File: src/rtl/core/hmre_pkg.sv
// shared constants and types for the mouse report event generator
// no dependencies; imported by every module of the block
`default_nettype none

package hmre_pkg;

  // button configuration, capped to the width of the button state
  localparam int BUTTON_COUNT = 8;
  localparam int BTN_W        = 8;
  localparam int BTN_EFF      = (BUTTON_COUNT > BTN_W) ? BTN_W : BUTTON_COUNT;

  // item operations
  localparam logic [1:0] OP_START = 2'd0;
  localparam logic [1:0] OP_REL   = 2'd1;
  localparam logic [1:0] OP_ABS   = 2'd2;
  localparam logic [1:0] OP_END   = 2'd3;

  // usage pages and usages
  localparam logic [15:0] PAGE_DESKTOP = 16'h0001;
  localparam logic [15:0] PAGE_BUTTON  = 16'h0009;
  localparam logic [15:0] USAGE_X      = 16'h0030;
  localparam logic [15:0] USAGE_Y      = 16'h0031;
  localparam logic [15:0] USAGE_WHEEL  = 16'h0038;

  // event kinds
  localparam logic [1:0] KIND_ABS    = 2'd0;
  localparam logic [1:0] KIND_REL    = 2'd1;
  localparam logic [1:0] KIND_SCROLL = 2'd2;
  localparam logic [1:0] KIND_BUTTON = 2'd3;

  // emission steps of one end of report, in output order
  localparam int STEP_ABS    = 0;
  localparam int STEP_REL    = 1;
  localparam int STEP_SCROLL = 2;
  localparam int STEP_BTN0   = 3;
  localparam int STEP_N      = STEP_BTN0 + BTN_W;
  localparam int STEP_W      = $clog2(STEP_N);

  // command queue depth
  localparam int Q_DEPTH = 2;
  localparam int Q_PTR_W = $clog2(Q_DEPTH);
  localparam int Q_CNT_W = $clog2(Q_DEPTH + 1);

  localparam logic [31:0] INT_MIN = 32'h8000_0000;
  localparam logic [31:0] INT_MAX = 32'h7fff_ffff;

  // snapshot of report state taken at end of report
  typedef struct packed {
    logic [31:0]       abs_x_pos;
    logic [31:0]       abs_x_low;
    logic [31:0]       abs_x_high;
    logic [31:0]       abs_y_pos;
    logic [31:0]       abs_y_low;
    logic [31:0]       abs_y_high;
    logic [31:0]       rel_x;
    logic [31:0]       rel_y;
    logic [31:0]       wheel;
    logic [BTN_W-1:0]  buttons;
    logic [STEP_N-1:0] steps;
  } snap_t;

  // one output event
  typedef struct packed {
    logic [1:0]  kind;
    logic [31:0] x_value;
    logic [31:0] y_value;
    logic [31:0] x_low;
    logic [31:0] x_high;
    logic [31:0] y_low;
    logic [31:0] y_high;
    logic [31:0] scroll;
    logic [2:0]  btn_idx;
    logic        btn_pressed;
    logic        last;
  } event_t;

  // queue status seen by front and back
  typedef struct packed {
    logic full;
    logic empty;
  } qstat_t;

endpackage

`default_nettype wire

File: src/rtl/core/hmre_cmdq.sv
// short command queue between the front and the back of the event generator
// depends on hmre_pkg for the snapshot type and the queue depth
`default_nettype none

module hmre_cmdq import hmre_pkg::*; (
  input  wire logic   clk,
  input  wire logic   rst_n,
  input  wire logic   push,
  input  wire snap_t  push_data,
  input  wire logic   pop,
  output snap_t       pop_data,
  output qstat_t      stat
);

  snap_t               mem_r [Q_DEPTH];
  logic [Q_PTR_W-1:0]  wr_ptr_r, wr_ptr_nxt;
  logic [Q_PTR_W-1:0]  rd_ptr_r, rd_ptr_nxt;
  logic [Q_CNT_W-1:0]  count_r, count_nxt;
  logic                do_push, do_pop;

  // status
  assign stat.full  = (count_r == Q_CNT_W'(Q_DEPTH));
  assign stat.empty = (count_r == '0);
  assign do_push    = push && !stat.full;
  assign do_pop     = pop && !stat.empty;
  assign pop_data   = mem_r[rd_ptr_r];

  // pointer and count update
  always_comb begin
    wr_ptr_nxt = wr_ptr_r;
    rd_ptr_nxt = rd_ptr_r;
    count_nxt  = count_r;
    if (do_push) begin
      wr_ptr_nxt = (wr_ptr_r == Q_PTR_W'(Q_DEPTH - 1)) ? '0 : wr_ptr_r + 1'b1;
    end
    if (do_pop) begin
      rd_ptr_nxt = (rd_ptr_r == Q_PTR_W'(Q_DEPTH - 1)) ? '0 : rd_ptr_r + 1'b1;
    end
    if (do_push && !do_pop) begin
      count_nxt = count_r + 1'b1;
    end else if (do_pop && !do_push) begin
      count_nxt = count_r - 1'b1;
    end
  end

  always_ff @(posedge clk) begin
    if (!rst_n) begin
      wr_ptr_r <= '0;
      rd_ptr_r <= '0;
      count_r  <= '0;
    end else begin
      wr_ptr_r <= wr_ptr_nxt;
      rd_ptr_r <= rd_ptr_nxt;
      count_r  <= count_nxt;
    end
  end

  // storage
  always_ff @(posedge clk) begin
    if (do_push) begin
      mem_r[wr_ptr_r] <= push_data;
    end
  end

endmodule

`default_nettype wire

File: src/rtl/core/hmre_front.sv
// front of the event generator: accepts items and keeps the report state
// depends on hmre_pkg; pushes an end-of-report snapshot into hmre_cmdq
`default_nettype none

module hmre_front import hmre_pkg::*; (
  input  wire logic        clk,
  input  wire logic        rst_n,
  input  wire logic        in_push,
  output logic             in_full,
  input  wire logic [1:0]  in_operation,
  input  wire logic [15:0] in_usage_page,
  input  wire logic [15:0] in_usage_id,
  input  wire logic [31:0] in_field_value,
  input  wire logic [31:0] in_field_min,
  input  wire logic [31:0] in_field_max,
  input  wire qstat_t      q_stat,
  output logic             q_push,
  output snap_t            q_data
);

  logic [31:0]      rel_x_r, rel_x_nxt;
  logic [31:0]      rel_y_r, rel_y_nxt;
  logic [31:0]      wheel_r, wheel_nxt;
  logic [31:0]      ax_pos_r, ax_pos_nxt, ax_low_r, ax_low_nxt, ax_high_r, ax_high_nxt;
  logic [31:0]      ay_pos_r, ay_pos_nxt, ay_low_r, ay_low_nxt, ay_high_r, ay_high_nxt;
  logic             ax_seen_r, ax_seen_nxt;
  logic             ay_seen_r, ay_seen_nxt;
  logic [BTN_W-1:0] btn_rep_r, btn_rep_nxt;
  logic [BTN_W-1:0] btn_pend_r, btn_pend_nxt;
  logic             accept;
  logic             is_desktop, is_button, btn_ok;
  logic [2:0]       btn_bit;
  logic [BTN_W-1:0] btn_changed;

  assign in_full    = q_stat.full;
  assign accept     = in_push && !q_stat.full;
  assign is_desktop = (in_usage_page == PAGE_DESKTOP);
  assign is_button  = (in_usage_page == PAGE_BUTTON);
  assign btn_ok     = (in_usage_id != '0) && (in_usage_id <= 16'(BTN_EFF));
  assign btn_bit    = in_usage_id[2:0] - 3'd1;
  assign btn_changed = btn_rep_r ^ btn_pend_r;

  // snapshot of the state as it stands when end of report arrives
  always_comb begin
    q_data.abs_x_pos  = ax_pos_r;
    q_data.abs_x_low  = ax_low_r;
    q_data.abs_x_high = ax_high_r;
    q_data.abs_y_pos  = ay_pos_r;
    q_data.abs_y_low  = ay_low_r;
    q_data.abs_y_high = ay_high_r;
    q_data.rel_x      = rel_x_r;
    q_data.rel_y      = rel_y_r;
    q_data.wheel      = wheel_r;
    q_data.buttons    = btn_pend_r;
    q_data.steps      = '0;
    q_data.steps[STEP_ABS]    = ax_seen_r && ay_seen_r;
    q_data.steps[STEP_REL]    = (rel_x_r != '0) || (rel_y_r != '0);
    q_data.steps[STEP_SCROLL] = (wheel_r != '0);
    q_data.steps[STEP_N-1:STEP_BTN0] = btn_changed;
  end

  // only reports that produce events go to the back
  assign q_push = accept && (in_operation == OP_END) && (q_data.steps != '0);

  // state update per accepted item
  always_comb begin
    rel_x_nxt   = rel_x_r;
    rel_y_nxt   = rel_y_r;
    wheel_nxt   = wheel_r;
    ax_pos_nxt  = ax_pos_r;
    ax_low_nxt  = ax_low_r;
    ax_high_nxt = ax_high_r;
    ay_pos_nxt  = ay_pos_r;
    ay_low_nxt  = ay_low_r;
    ay_high_nxt = ay_high_r;
    ax_seen_nxt = ax_seen_r;
    ay_seen_nxt = ay_seen_r;
    btn_rep_nxt = btn_rep_r;
    btn_pend_nxt = btn_pend_r;
    if (accept) begin
      case (in_operation)
        OP_START: begin
          rel_x_nxt    = '0;
          rel_y_nxt    = '0;
          wheel_nxt    = '0;
          ax_seen_nxt  = 1'b0;
          ay_seen_nxt  = 1'b0;
          btn_pend_nxt = '0;
        end
        OP_REL: begin
          if (is_desktop) begin
            if (in_usage_id == USAGE_X) begin
              rel_x_nxt = in_field_value;
            end else if (in_usage_id == USAGE_Y) begin
              rel_y_nxt = in_field_value;
            end else if (in_usage_id == USAGE_WHEEL) begin
              wheel_nxt = in_field_value;
            end
          end
        end
        OP_ABS: begin
          if (is_desktop) begin
            if (in_usage_id == USAGE_X) begin
              ax_pos_nxt  = in_field_value;
              ax_low_nxt  = in_field_min;
              ax_high_nxt = in_field_max;
              ax_seen_nxt = 1'b1;
            end else if (in_usage_id == USAGE_Y) begin
              ay_pos_nxt  = in_field_value;
              ay_low_nxt  = in_field_min;
              ay_high_nxt = in_field_max;
              ay_seen_nxt = 1'b1;
            end
          end else if (is_button && btn_ok) begin
            btn_pend_nxt[btn_bit] = (in_field_value != '0);
          end
        end
        OP_END: begin
          btn_rep_nxt = btn_pend_r;
        end
        default: begin
          btn_rep_nxt = btn_rep_r;
        end
      endcase
    end
  end

  always_ff @(posedge clk) begin
    if (!rst_n) begin
      rel_x_r    <= '0;
      rel_y_r    <= '0;
      wheel_r    <= '0;
      ax_pos_r   <= '0;
      ax_low_r   <= '0;
      ax_high_r  <= '0;
      ay_pos_r   <= '0;
      ay_low_r   <= '0;
      ay_high_r  <= '0;
      ax_seen_r  <= 1'b0;
      ay_seen_r  <= 1'b0;
      btn_rep_r  <= '0;
      btn_pend_r <= '0;
    end else begin
      rel_x_r    <= rel_x_nxt;
      rel_y_r    <= rel_y_nxt;
      wheel_r    <= wheel_nxt;
      ax_pos_r   <= ax_pos_nxt;
      ax_low_r   <= ax_low_nxt;
      ax_high_r  <= ax_high_nxt;
      ay_pos_r   <= ay_pos_nxt;
      ay_low_r   <= ay_low_nxt;
      ay_high_r  <= ay_high_nxt;
      ax_seen_r  <= ax_seen_nxt;
      ay_seen_r  <= ay_seen_nxt;
      btn_rep_r  <= btn_rep_nxt;
      btn_pend_r <= btn_pend_nxt;
    end
  end

endmodule

`default_nettype wire

File: src/rtl/core/hmre_back.sv
// back of the event generator: walks one snapshot and emits its events
// depends on hmre_pkg; pops hmre_cmdq and holds the output register
`default_nettype none

module hmre_back import hmre_pkg::*; (
  input  wire logic   clk,
  input  wire logic   rst_n,
  input  wire qstat_t q_stat,
  input  wire snap_t  q_data,
  output logic        q_pop,
  output logic        out_empty,
  input  wire logic   out_pop,
  output event_t      out_ev
);

  snap_t             cur_r;
  logic [STEP_N-1:0] mask_r, mask_nxt;
  logic              busy_r, busy_nxt;
  logic              out_valid_r, out_valid_nxt;
  event_t            out_ev_r;
  event_t            ev;
  logic [STEP_W-1:0] sel;
  logic [STEP_N-1:0] mask_rest;
  logic [2:0]        bidx;
  logic [31:0]       neg_y;
  logic              out_free, emit, load;

  assign out_free  = !out_valid_r || out_pop;
  assign emit      = busy_r && out_free;
  assign load      = !busy_r && !q_stat.empty;
  assign q_pop     = load;
  assign out_empty = !out_valid_r;
  assign out_ev    = out_ev_r;

  // lowest pending step
  always_comb begin
    sel = '0;
    for (int i = STEP_N - 1; i >= 0; i--) begin
      if (mask_r[i]) begin
        sel = STEP_W'(i);
      end
    end
  end

  assign mask_rest = mask_r & ~(STEP_N'(1) << sel);
  assign bidx      = 3'(sel - STEP_W'(STEP_BTN0));
  assign neg_y     = (cur_r.rel_y == INT_MIN) ? INT_MAX : (32'd0 - cur_r.rel_y);

  // event for the selected step, unused fields zero
  always_comb begin
    ev      = '0;
    ev.last = (mask_rest == '0);
    case (sel)
      STEP_W'(STEP_ABS): begin
        ev.kind    = KIND_ABS;
        ev.x_value = cur_r.abs_x_pos;
        ev.y_value = cur_r.abs_y_pos;
        ev.x_low   = cur_r.abs_x_low;
        ev.x_high  = cur_r.abs_x_high;
        ev.y_low   = cur_r.abs_y_low;
        ev.y_high  = cur_r.abs_y_high;
      end
      STEP_W'(STEP_REL): begin
        ev.kind    = KIND_REL;
        ev.x_value = cur_r.rel_x;
        ev.y_value = neg_y;
      end
      STEP_W'(STEP_SCROLL): begin
        ev.kind   = KIND_SCROLL;
        ev.scroll = cur_r.wheel;
      end
      default: begin
        ev.kind        = KIND_BUTTON;
        ev.btn_idx     = bidx;
        ev.btn_pressed = cur_r.buttons[bidx];
      end
    endcase
  end

  // control of the walk and the output register
  always_comb begin
    mask_nxt      = mask_r;
    busy_nxt      = busy_r;
    out_valid_nxt = out_valid_r;
    if (out_pop) begin
      out_valid_nxt = 1'b0;
    end
    if (load) begin
      mask_nxt = q_data.steps;
      busy_nxt = 1'b1;
    end else if (emit) begin
      mask_nxt      = mask_rest;
      busy_nxt      = (mask_rest != '0);
      out_valid_nxt = 1'b1;
    end
  end

  always_ff @(posedge clk) begin
    if (!rst_n) begin
      mask_r      <= '0;
      busy_r      <= 1'b0;
      out_valid_r <= 1'b0;
    end else begin
      mask_r      <= mask_nxt;
      busy_r      <= busy_nxt;
      out_valid_r <= out_valid_nxt;
    end
  end

  // payload registers
  always_ff @(posedge clk) begin
    if (load) begin
      cur_r <= q_data;
    end
    if (emit) begin
      out_ev_r <= ev;
    end
  end

endmodule

`default_nettype wire

File: src/rtl/core/hid_mouse_report_to_events.sv
// top level of the mouse report event generator
// depends on hmre_pkg, hmre_front, hmre_cmdq and hmre_back
//
// channel  | handshake     | payload
// input    | in_push/full  | operation, usage page/id, value, logical min/max
// result   | out_pop/empty | event kind, positions, bounds, scroll, button, last
//
// the front takes items while in_full is low and stalls only when the
// two-entry command queue is full of pending end-of-report snapshots.
// the back loads a snapshot, then emits its events in step order while the
// output register is free; it loads the next snapshot after the last event.
// the output register frees up in the cycle it is popped.
// reset is synchronous; after it all deltas, flags and buttons are zero.
`default_nettype none

module hid_mouse_report_to_events import hmre_pkg::*; (
  input  wire logic               clk,
  input  wire logic               rst_n,
  input  wire logic               in_push,
  output logic                    in_full,
  input  wire logic        [1:0]  in_operation,
  input  wire logic        [15:0] in_usage_page,
  input  wire logic        [15:0] in_usage_id,
  input  wire logic signed [31:0] in_field_value,
  input  wire logic signed [31:0] in_field_min,
  input  wire logic signed [31:0] in_field_max,
  output logic                    out_empty,
  input  wire logic               out_pop,
  output logic             [1:0]  out_event_kind,
  output logic signed      [31:0] out_x_value,
  output logic signed      [31:0] out_y_value,
  output logic signed      [31:0] out_x_low_bound,
  output logic signed      [31:0] out_x_high_bound,
  output logic signed      [31:0] out_y_low_bound,
  output logic signed      [31:0] out_y_high_bound,
  output logic signed      [31:0] out_scroll_amount,
  output logic             [2:0]  out_button_index,
  output logic                    out_button_pressed,
  output logic                    out_last_event
);

  qstat_t q_stat;
  logic   q_push, q_pop;
  snap_t  q_in, q_out;
  event_t ev;

  // item intake and report state
  hmre_front u_front (
    .clk            (clk),
    .rst_n          (rst_n),
    .in_push        (in_push),
    .in_full        (in_full),
    .in_operation   (in_operation),
    .in_usage_page  (in_usage_page),
    .in_usage_id    (in_usage_id),
    .in_field_value (in_field_value),
    .in_field_min   (in_field_min),
    .in_field_max   (in_field_max),
    .q_stat         (q_stat),
    .q_push         (q_push),
    .q_data         (q_in)
  );

  // snapshot queue
  hmre_cmdq u_cmdq (
    .clk       (clk),
    .rst_n     (rst_n),
    .push      (q_push),
    .push_data (q_in),
    .pop       (q_pop),
    .pop_data  (q_out),
    .stat      (q_stat)
  );

  // event emission
  hmre_back u_back (
    .clk       (clk),
    .rst_n     (rst_n),
    .q_stat    (q_stat),
    .q_data    (q_out),
    .q_pop     (q_pop),
    .out_empty (out_empty),
    .out_pop   (out_pop),
    .out_ev    (ev)
  );

  // result ports
  assign out_event_kind     = ev.kind;
  assign out_x_value        = ev.x_value;
  assign out_y_value        = ev.y_value;
  assign out_x_low_bound    = ev.x_low;
  assign out_x_high_bound   = ev.x_high;
  assign out_y_low_bound    = ev.y_low;
  assign out_y_high_bound   = ev.y_high;
  assign out_scroll_amount  = ev.scroll;
  assign out_button_index   = ev.btn_idx;
  assign out_button_pressed = ev.btn_pressed;
  assign out_last_event     = ev.last;

endmodule

`default_nettype wire

File: config.mk
export PLATFORM = sky130hd
export DESIGN_NAME = hid_mouse_report_to_events
export DESIGN_NICKNAME = d
export VERILOG_FILES = /design/src/rtl/core/hmre_pkg.sv /design/src/rtl/core/hmre_cmdq.sv /design/src/rtl/core/hmre_front.sv /design/src/rtl/core/hmre_back.sv /design/src/rtl/core/hid_mouse_report_to_events.sv
export SDC_FILE = /design/constraint.sdc
export NUM_CORES = 2
export LEC_CHECK = 0
export ABC_AREA = 1
export ABC_CLOCK_PERIOD_IN_PS = 25500
export BUFFER_PORTS_ARGS = -buffer_cell sky130_fd_sc_hd__buf_4
export CAP_MARGIN = 20
export CORE_UTILIZATION = 55
export DETAILED_ROUTE_END_ITERATION = 8
export HOLD_SLACK_MARGIN = 0.03
export PLACE_DENSITY = 0.73
export SLEW_MARGIN = 20
export SYNTH_ARGS = -nofsm -noshare
export SYNTH_HDL_FRONTEND = slang
export SYNTH_HIERARCHICAL = 1
export SYNTH_SLANG_ARGS = --single-unit
File: constraint.sdc
create_clock -name clk -period 25.5 [get_ports clk]
set_input_delay 2.55 -clock clk [delete_from_list [all_inputs] [get_ports clk]]
set_output_delay 2.55 -clock clk [all_outputs]
set_load 0.02 [all_outputs]
==> impl_summary.txt <==
----------------------------------------------------
[GRT]
  Pin count of the biggest net entering global routing ... 170
  First-pass GRT wire length ... between 150000 and 200000 um
  Total congestion overflow after global routing ... 0
  Overall global routing resource usage ... a little under a quarter
  Initial antenna violation count ... 2
  Number of global-route vias before repair ... 30670

[CTS]
  Cts bufs inserted ... approximately 140
  Hold buffers post-CTS ... 0
  Post-CTS Setup Bufs ... 0
  Clock sink count ... 1465
  Number of cells upsized or downsized after cts ... 0
  Clock network latency to the later pin of the worst-skew pair ... approximately 0.74 ns
  Maximum number of buffers from clock root to sink ... 3
  Clock transition at path regs ... around 0.060 ns
  CTS Root Cell ... clkbuf_16
  H-tree depth ... 4
  CTS tree ... yes

[Synth]
  Seq/Total Area, Yosys ... roughly three quarters
  Cell types with the highest counts after synthesis ... 1141 x edfxtp_1, 652 x nor2_1, 324 x dfxtp_1, 293 x nand2_1, 279 x inv_1
  Synth top area cells ... edfxtp_1 62%, dfxtp_1 12%, mux2_4 6.3%
  Cell with the most instances after synthesis ... edfxtp_1
  Gate count after technology mapping ... 3912
  EDFF count, synth ... 1141
  Number of warnings printed during yosys synthesis ... 6
  Area share of the leading cell type in the synthesized netlist ... 62.43%
  Synth Register Bits ... 1465
  Area of the mapped netlist ... about 55000 um^2
  Post-synthesis area per instance ... between 10 and 15 um^2
  Primary FF master, synth ... edfxtp_1
  Distinct cell type count after synthesis ... 43
  Total nets after synthesis ... between 4000 and 5000
  Ys async rst share ... 0%
  Post-synth top area cell ... edfxtp_1

[Final layout]
  Synth-to-Final Area Change ... 15.66%
  Post-layout util ... ~64%
  Number of nets in the final layout ... about 4400
  Number of inserted filler cells in the final layout ... between 7000 and 8000
  Fraction of layout cells with a size suffix above 1 ... between 20% and 30%

[Outcome]
  Status ... complete, no violations

[Critical path]
  Data arrival at the endpoint of the critical path ... around 6.4 ns
  Startpoint type of the worst setup path ... input port
  Data required time of the worst path ... 25.84 ns
  Setup Crit Path Kind ... input port to flop
  Slowest CP cell ... buf_4
  Crit. End Element ... flop
  Slowest Stage Delay on Critical Path ... about 0.84 ns
  Largest driver fanout on the critical path ... 62
  Cell breakdown of the critical path ... buf_4, nand2_1, nor3_2, clkinv_1, nor2_1, o21ai_0, nor2_4, buf_4, buf_4
  Cell type with the highest occurrence count on the critical path ... buf_4

[Floorplanning]
  Vert. Die Dim ... between 300 and 400 um
  Area of the die ... between 100000 and 150000 um^2
  Top Ports ... roughly 370
  Placement Rows ... ~120
  DIE WIDTH ... 317.9 um
  Core area ... between 90000 and 100000 um^2
  Effective utilization at floorplan ... between 50% and 60%

[Drt]
  Initial DRC count ... about 2800
  Number of vias after detailed routing ... slightly above 30000
  Final wirelength ... 120200 um
  Average routed wire per standard cell ... 21.09 um
  Number of search-and-repair iterations in the first detailed-routing pass ... 6
  DRC viols ... 0
  Post-DRT Antenna Nets ... 0
  Average vias per placed instance ... about 5.5

[STA]
  Unrepaired setup endpoints after global routing ... false
  Slew @ Worst Pin ... 1.047 ns
  Min cycle time layout ... approximately 6.1 ns
  Final TNS setup ... 0 ns
  Max-slew violation count ... 0
  Maximum clock skew at final layout ... around 0.031 ns
  Final setup violating endpoints ... 0
  Hold violation count in the final report ... 0
  Final clock period utilization by the worst path ... approximately a quarter
  Slew HR ... about 30%
  Maximum clock frequency ... 163.9 MHz

[Min path]
  Worst min-delay path category ... flop to flop

[Pwr]
  PwrDens ... 100.0 nW/um^2
  Leak pwr ... about 25 nW
  Worst-case vdd ir drop ... around 0.085 mV

[Placement]
  Count of input and output buffers ... between 300 and 400
  Final Wtd Congestion ... between 0.8 and 0.9
  Half-perimeter wire length of the detailed placement result ... around 75000 um

[Run]
  Max-cap check violation count ... 0

----------------------------------------------------
==> per-stage QoR <==
| step | total power [mW] | std cells | setup WS [ns] | cell area, um^2 | hold WS [ns] |
|---|---|---|---|---|---|
| 3_3_place_gp | 4.253 | 5427 | 18.12 | 58540 | 0.4238 |
| 4_1_cts | 6.395 | 5695 | 19.04 | 63420 | 0.4320 |
| 2_1_floorplan | 3.888 | 3912 | 7.928 | 54880 | 0.4203 |
| 3_5_place_dp | 4.268 | 5428 | 18.26 | 58560 | 0.4316 |
| 6_report | 6.350 | 5698 | 19.40 | 63470 | 0.4323 |
| 5_1_grt | 6.590 | 5697 | 19.12 | 63470 | 0.4557 |
==> logic make-up after synthesis <==
logic type                 after synthesis  share of synthesized area [%]
AOI/OAI and AO/OA                      478                          4.651
muxes                                  307                          7.872
xor gates and xnor gates                27                         0.4309
and+or+nand+nor                       1148                          8.550
adders and majority gates               11                         0.2508
buffers and inverters                  476                          3.994
DFF                                   1465                          74.25
==> where the power goes <==
group / switching (mW) / total, mW / internal [mW]
Combinational: 0.804 / 1.20 / 0.392
Sequential: 0.0864 / 3.02 / 2.93
Clock: 0.884 / 2.13 / 1.25
==> registers in the layout, summed over array words and instances, names as in the netlist, 8 cells and up, named ones only <==
signal and count:
u_front/btn_rep_r 8, u_back/cur_r 296, u_front/rel_x_r 32, u_front/ay_low_r 32, u_back/mask_r 11, u_cmdq/mem_r 614
u_front/btn_pend_r 8, u_front/rel_y_r 32, u_front/ay_pos_r 32, u_front/ax_high_r 32, u_front/ay_high_r 32, u_front/ax_low_r 32
u_front/wheel_r 32, u_back/out_ev 231, u_front/ax_pos_r 32
==> cells in the final DEF (no fill, tap or decap), drive strengths merged, types with 40 or more instances in the layout <==
cell type / synthesis / final
edfxtp: 1141 / 1141
nor2: 661 / 661
buf: 114 / 406
dfxtp: 324 / 324
o21ai: 315 / 315
inv: 298 / 310
mux2: 307 / 307
nand2: 298 / 298
clkbuf: 61 / 204
a21oi: 123 / 123
nor3: 77 / 77
nand3: 69 / 69
clkinv: 3 / 40
==> worst max-delay path, delay by kind of cell <==
family	cells	cell delay (ns)
simple gates	4	1.42
buf+inv	4	2.11
compound gates	1	0.33
==> final timing paths <==
kind | from | end | slack (ns) | cells after the start
setup / recovery | in_push | u_cmdq/mem_r[1][184] | 19.40 | 9
setup reg to reg | u_cmdq/count_r[0] | u_cmdq/mem_r[1][184] | 20.63 | 10
hold / removal | u_front/ay_high_r[23] | u_cmdq/mem_r[0][138] | 0.43 | 0
hold reg to reg | u_front/ay_high_r[23] | u_cmdq/mem_r[0][138] | 0.43 | 0
==> layer usage <==
metal | GRT usage (%) | up-vias | routed length [um]
li1 | - | 14460 | -
met1 | 31.36 | 15430 | 49660
met2 | 38.56 | 1046 | 58680
met3 | 4.216 | 215 | 7699
met4 | 9.482 | 4 | 4127
met5 | 0 | - | 27
==> area by class of cell <==
type | count | area, um^2 | share of cell area (%)
multi-input cells | 1971 | 11980 | 18.88
clock inverters | 63 | 625.6 | 0.9856
clock buffers | 204 | 4239 | 6.678
repair buffers | 406 | 3122 | 4.918
well taps | 1287 | 1610 | 2.537
flip-flops and latches | 1465 | 40750 | 64.20
diodes | 1 | 2.502 | 0.003942
inverters | 301 | 1140 | 1.796
No activity file was read; power rests on OpenSTA's default activity.
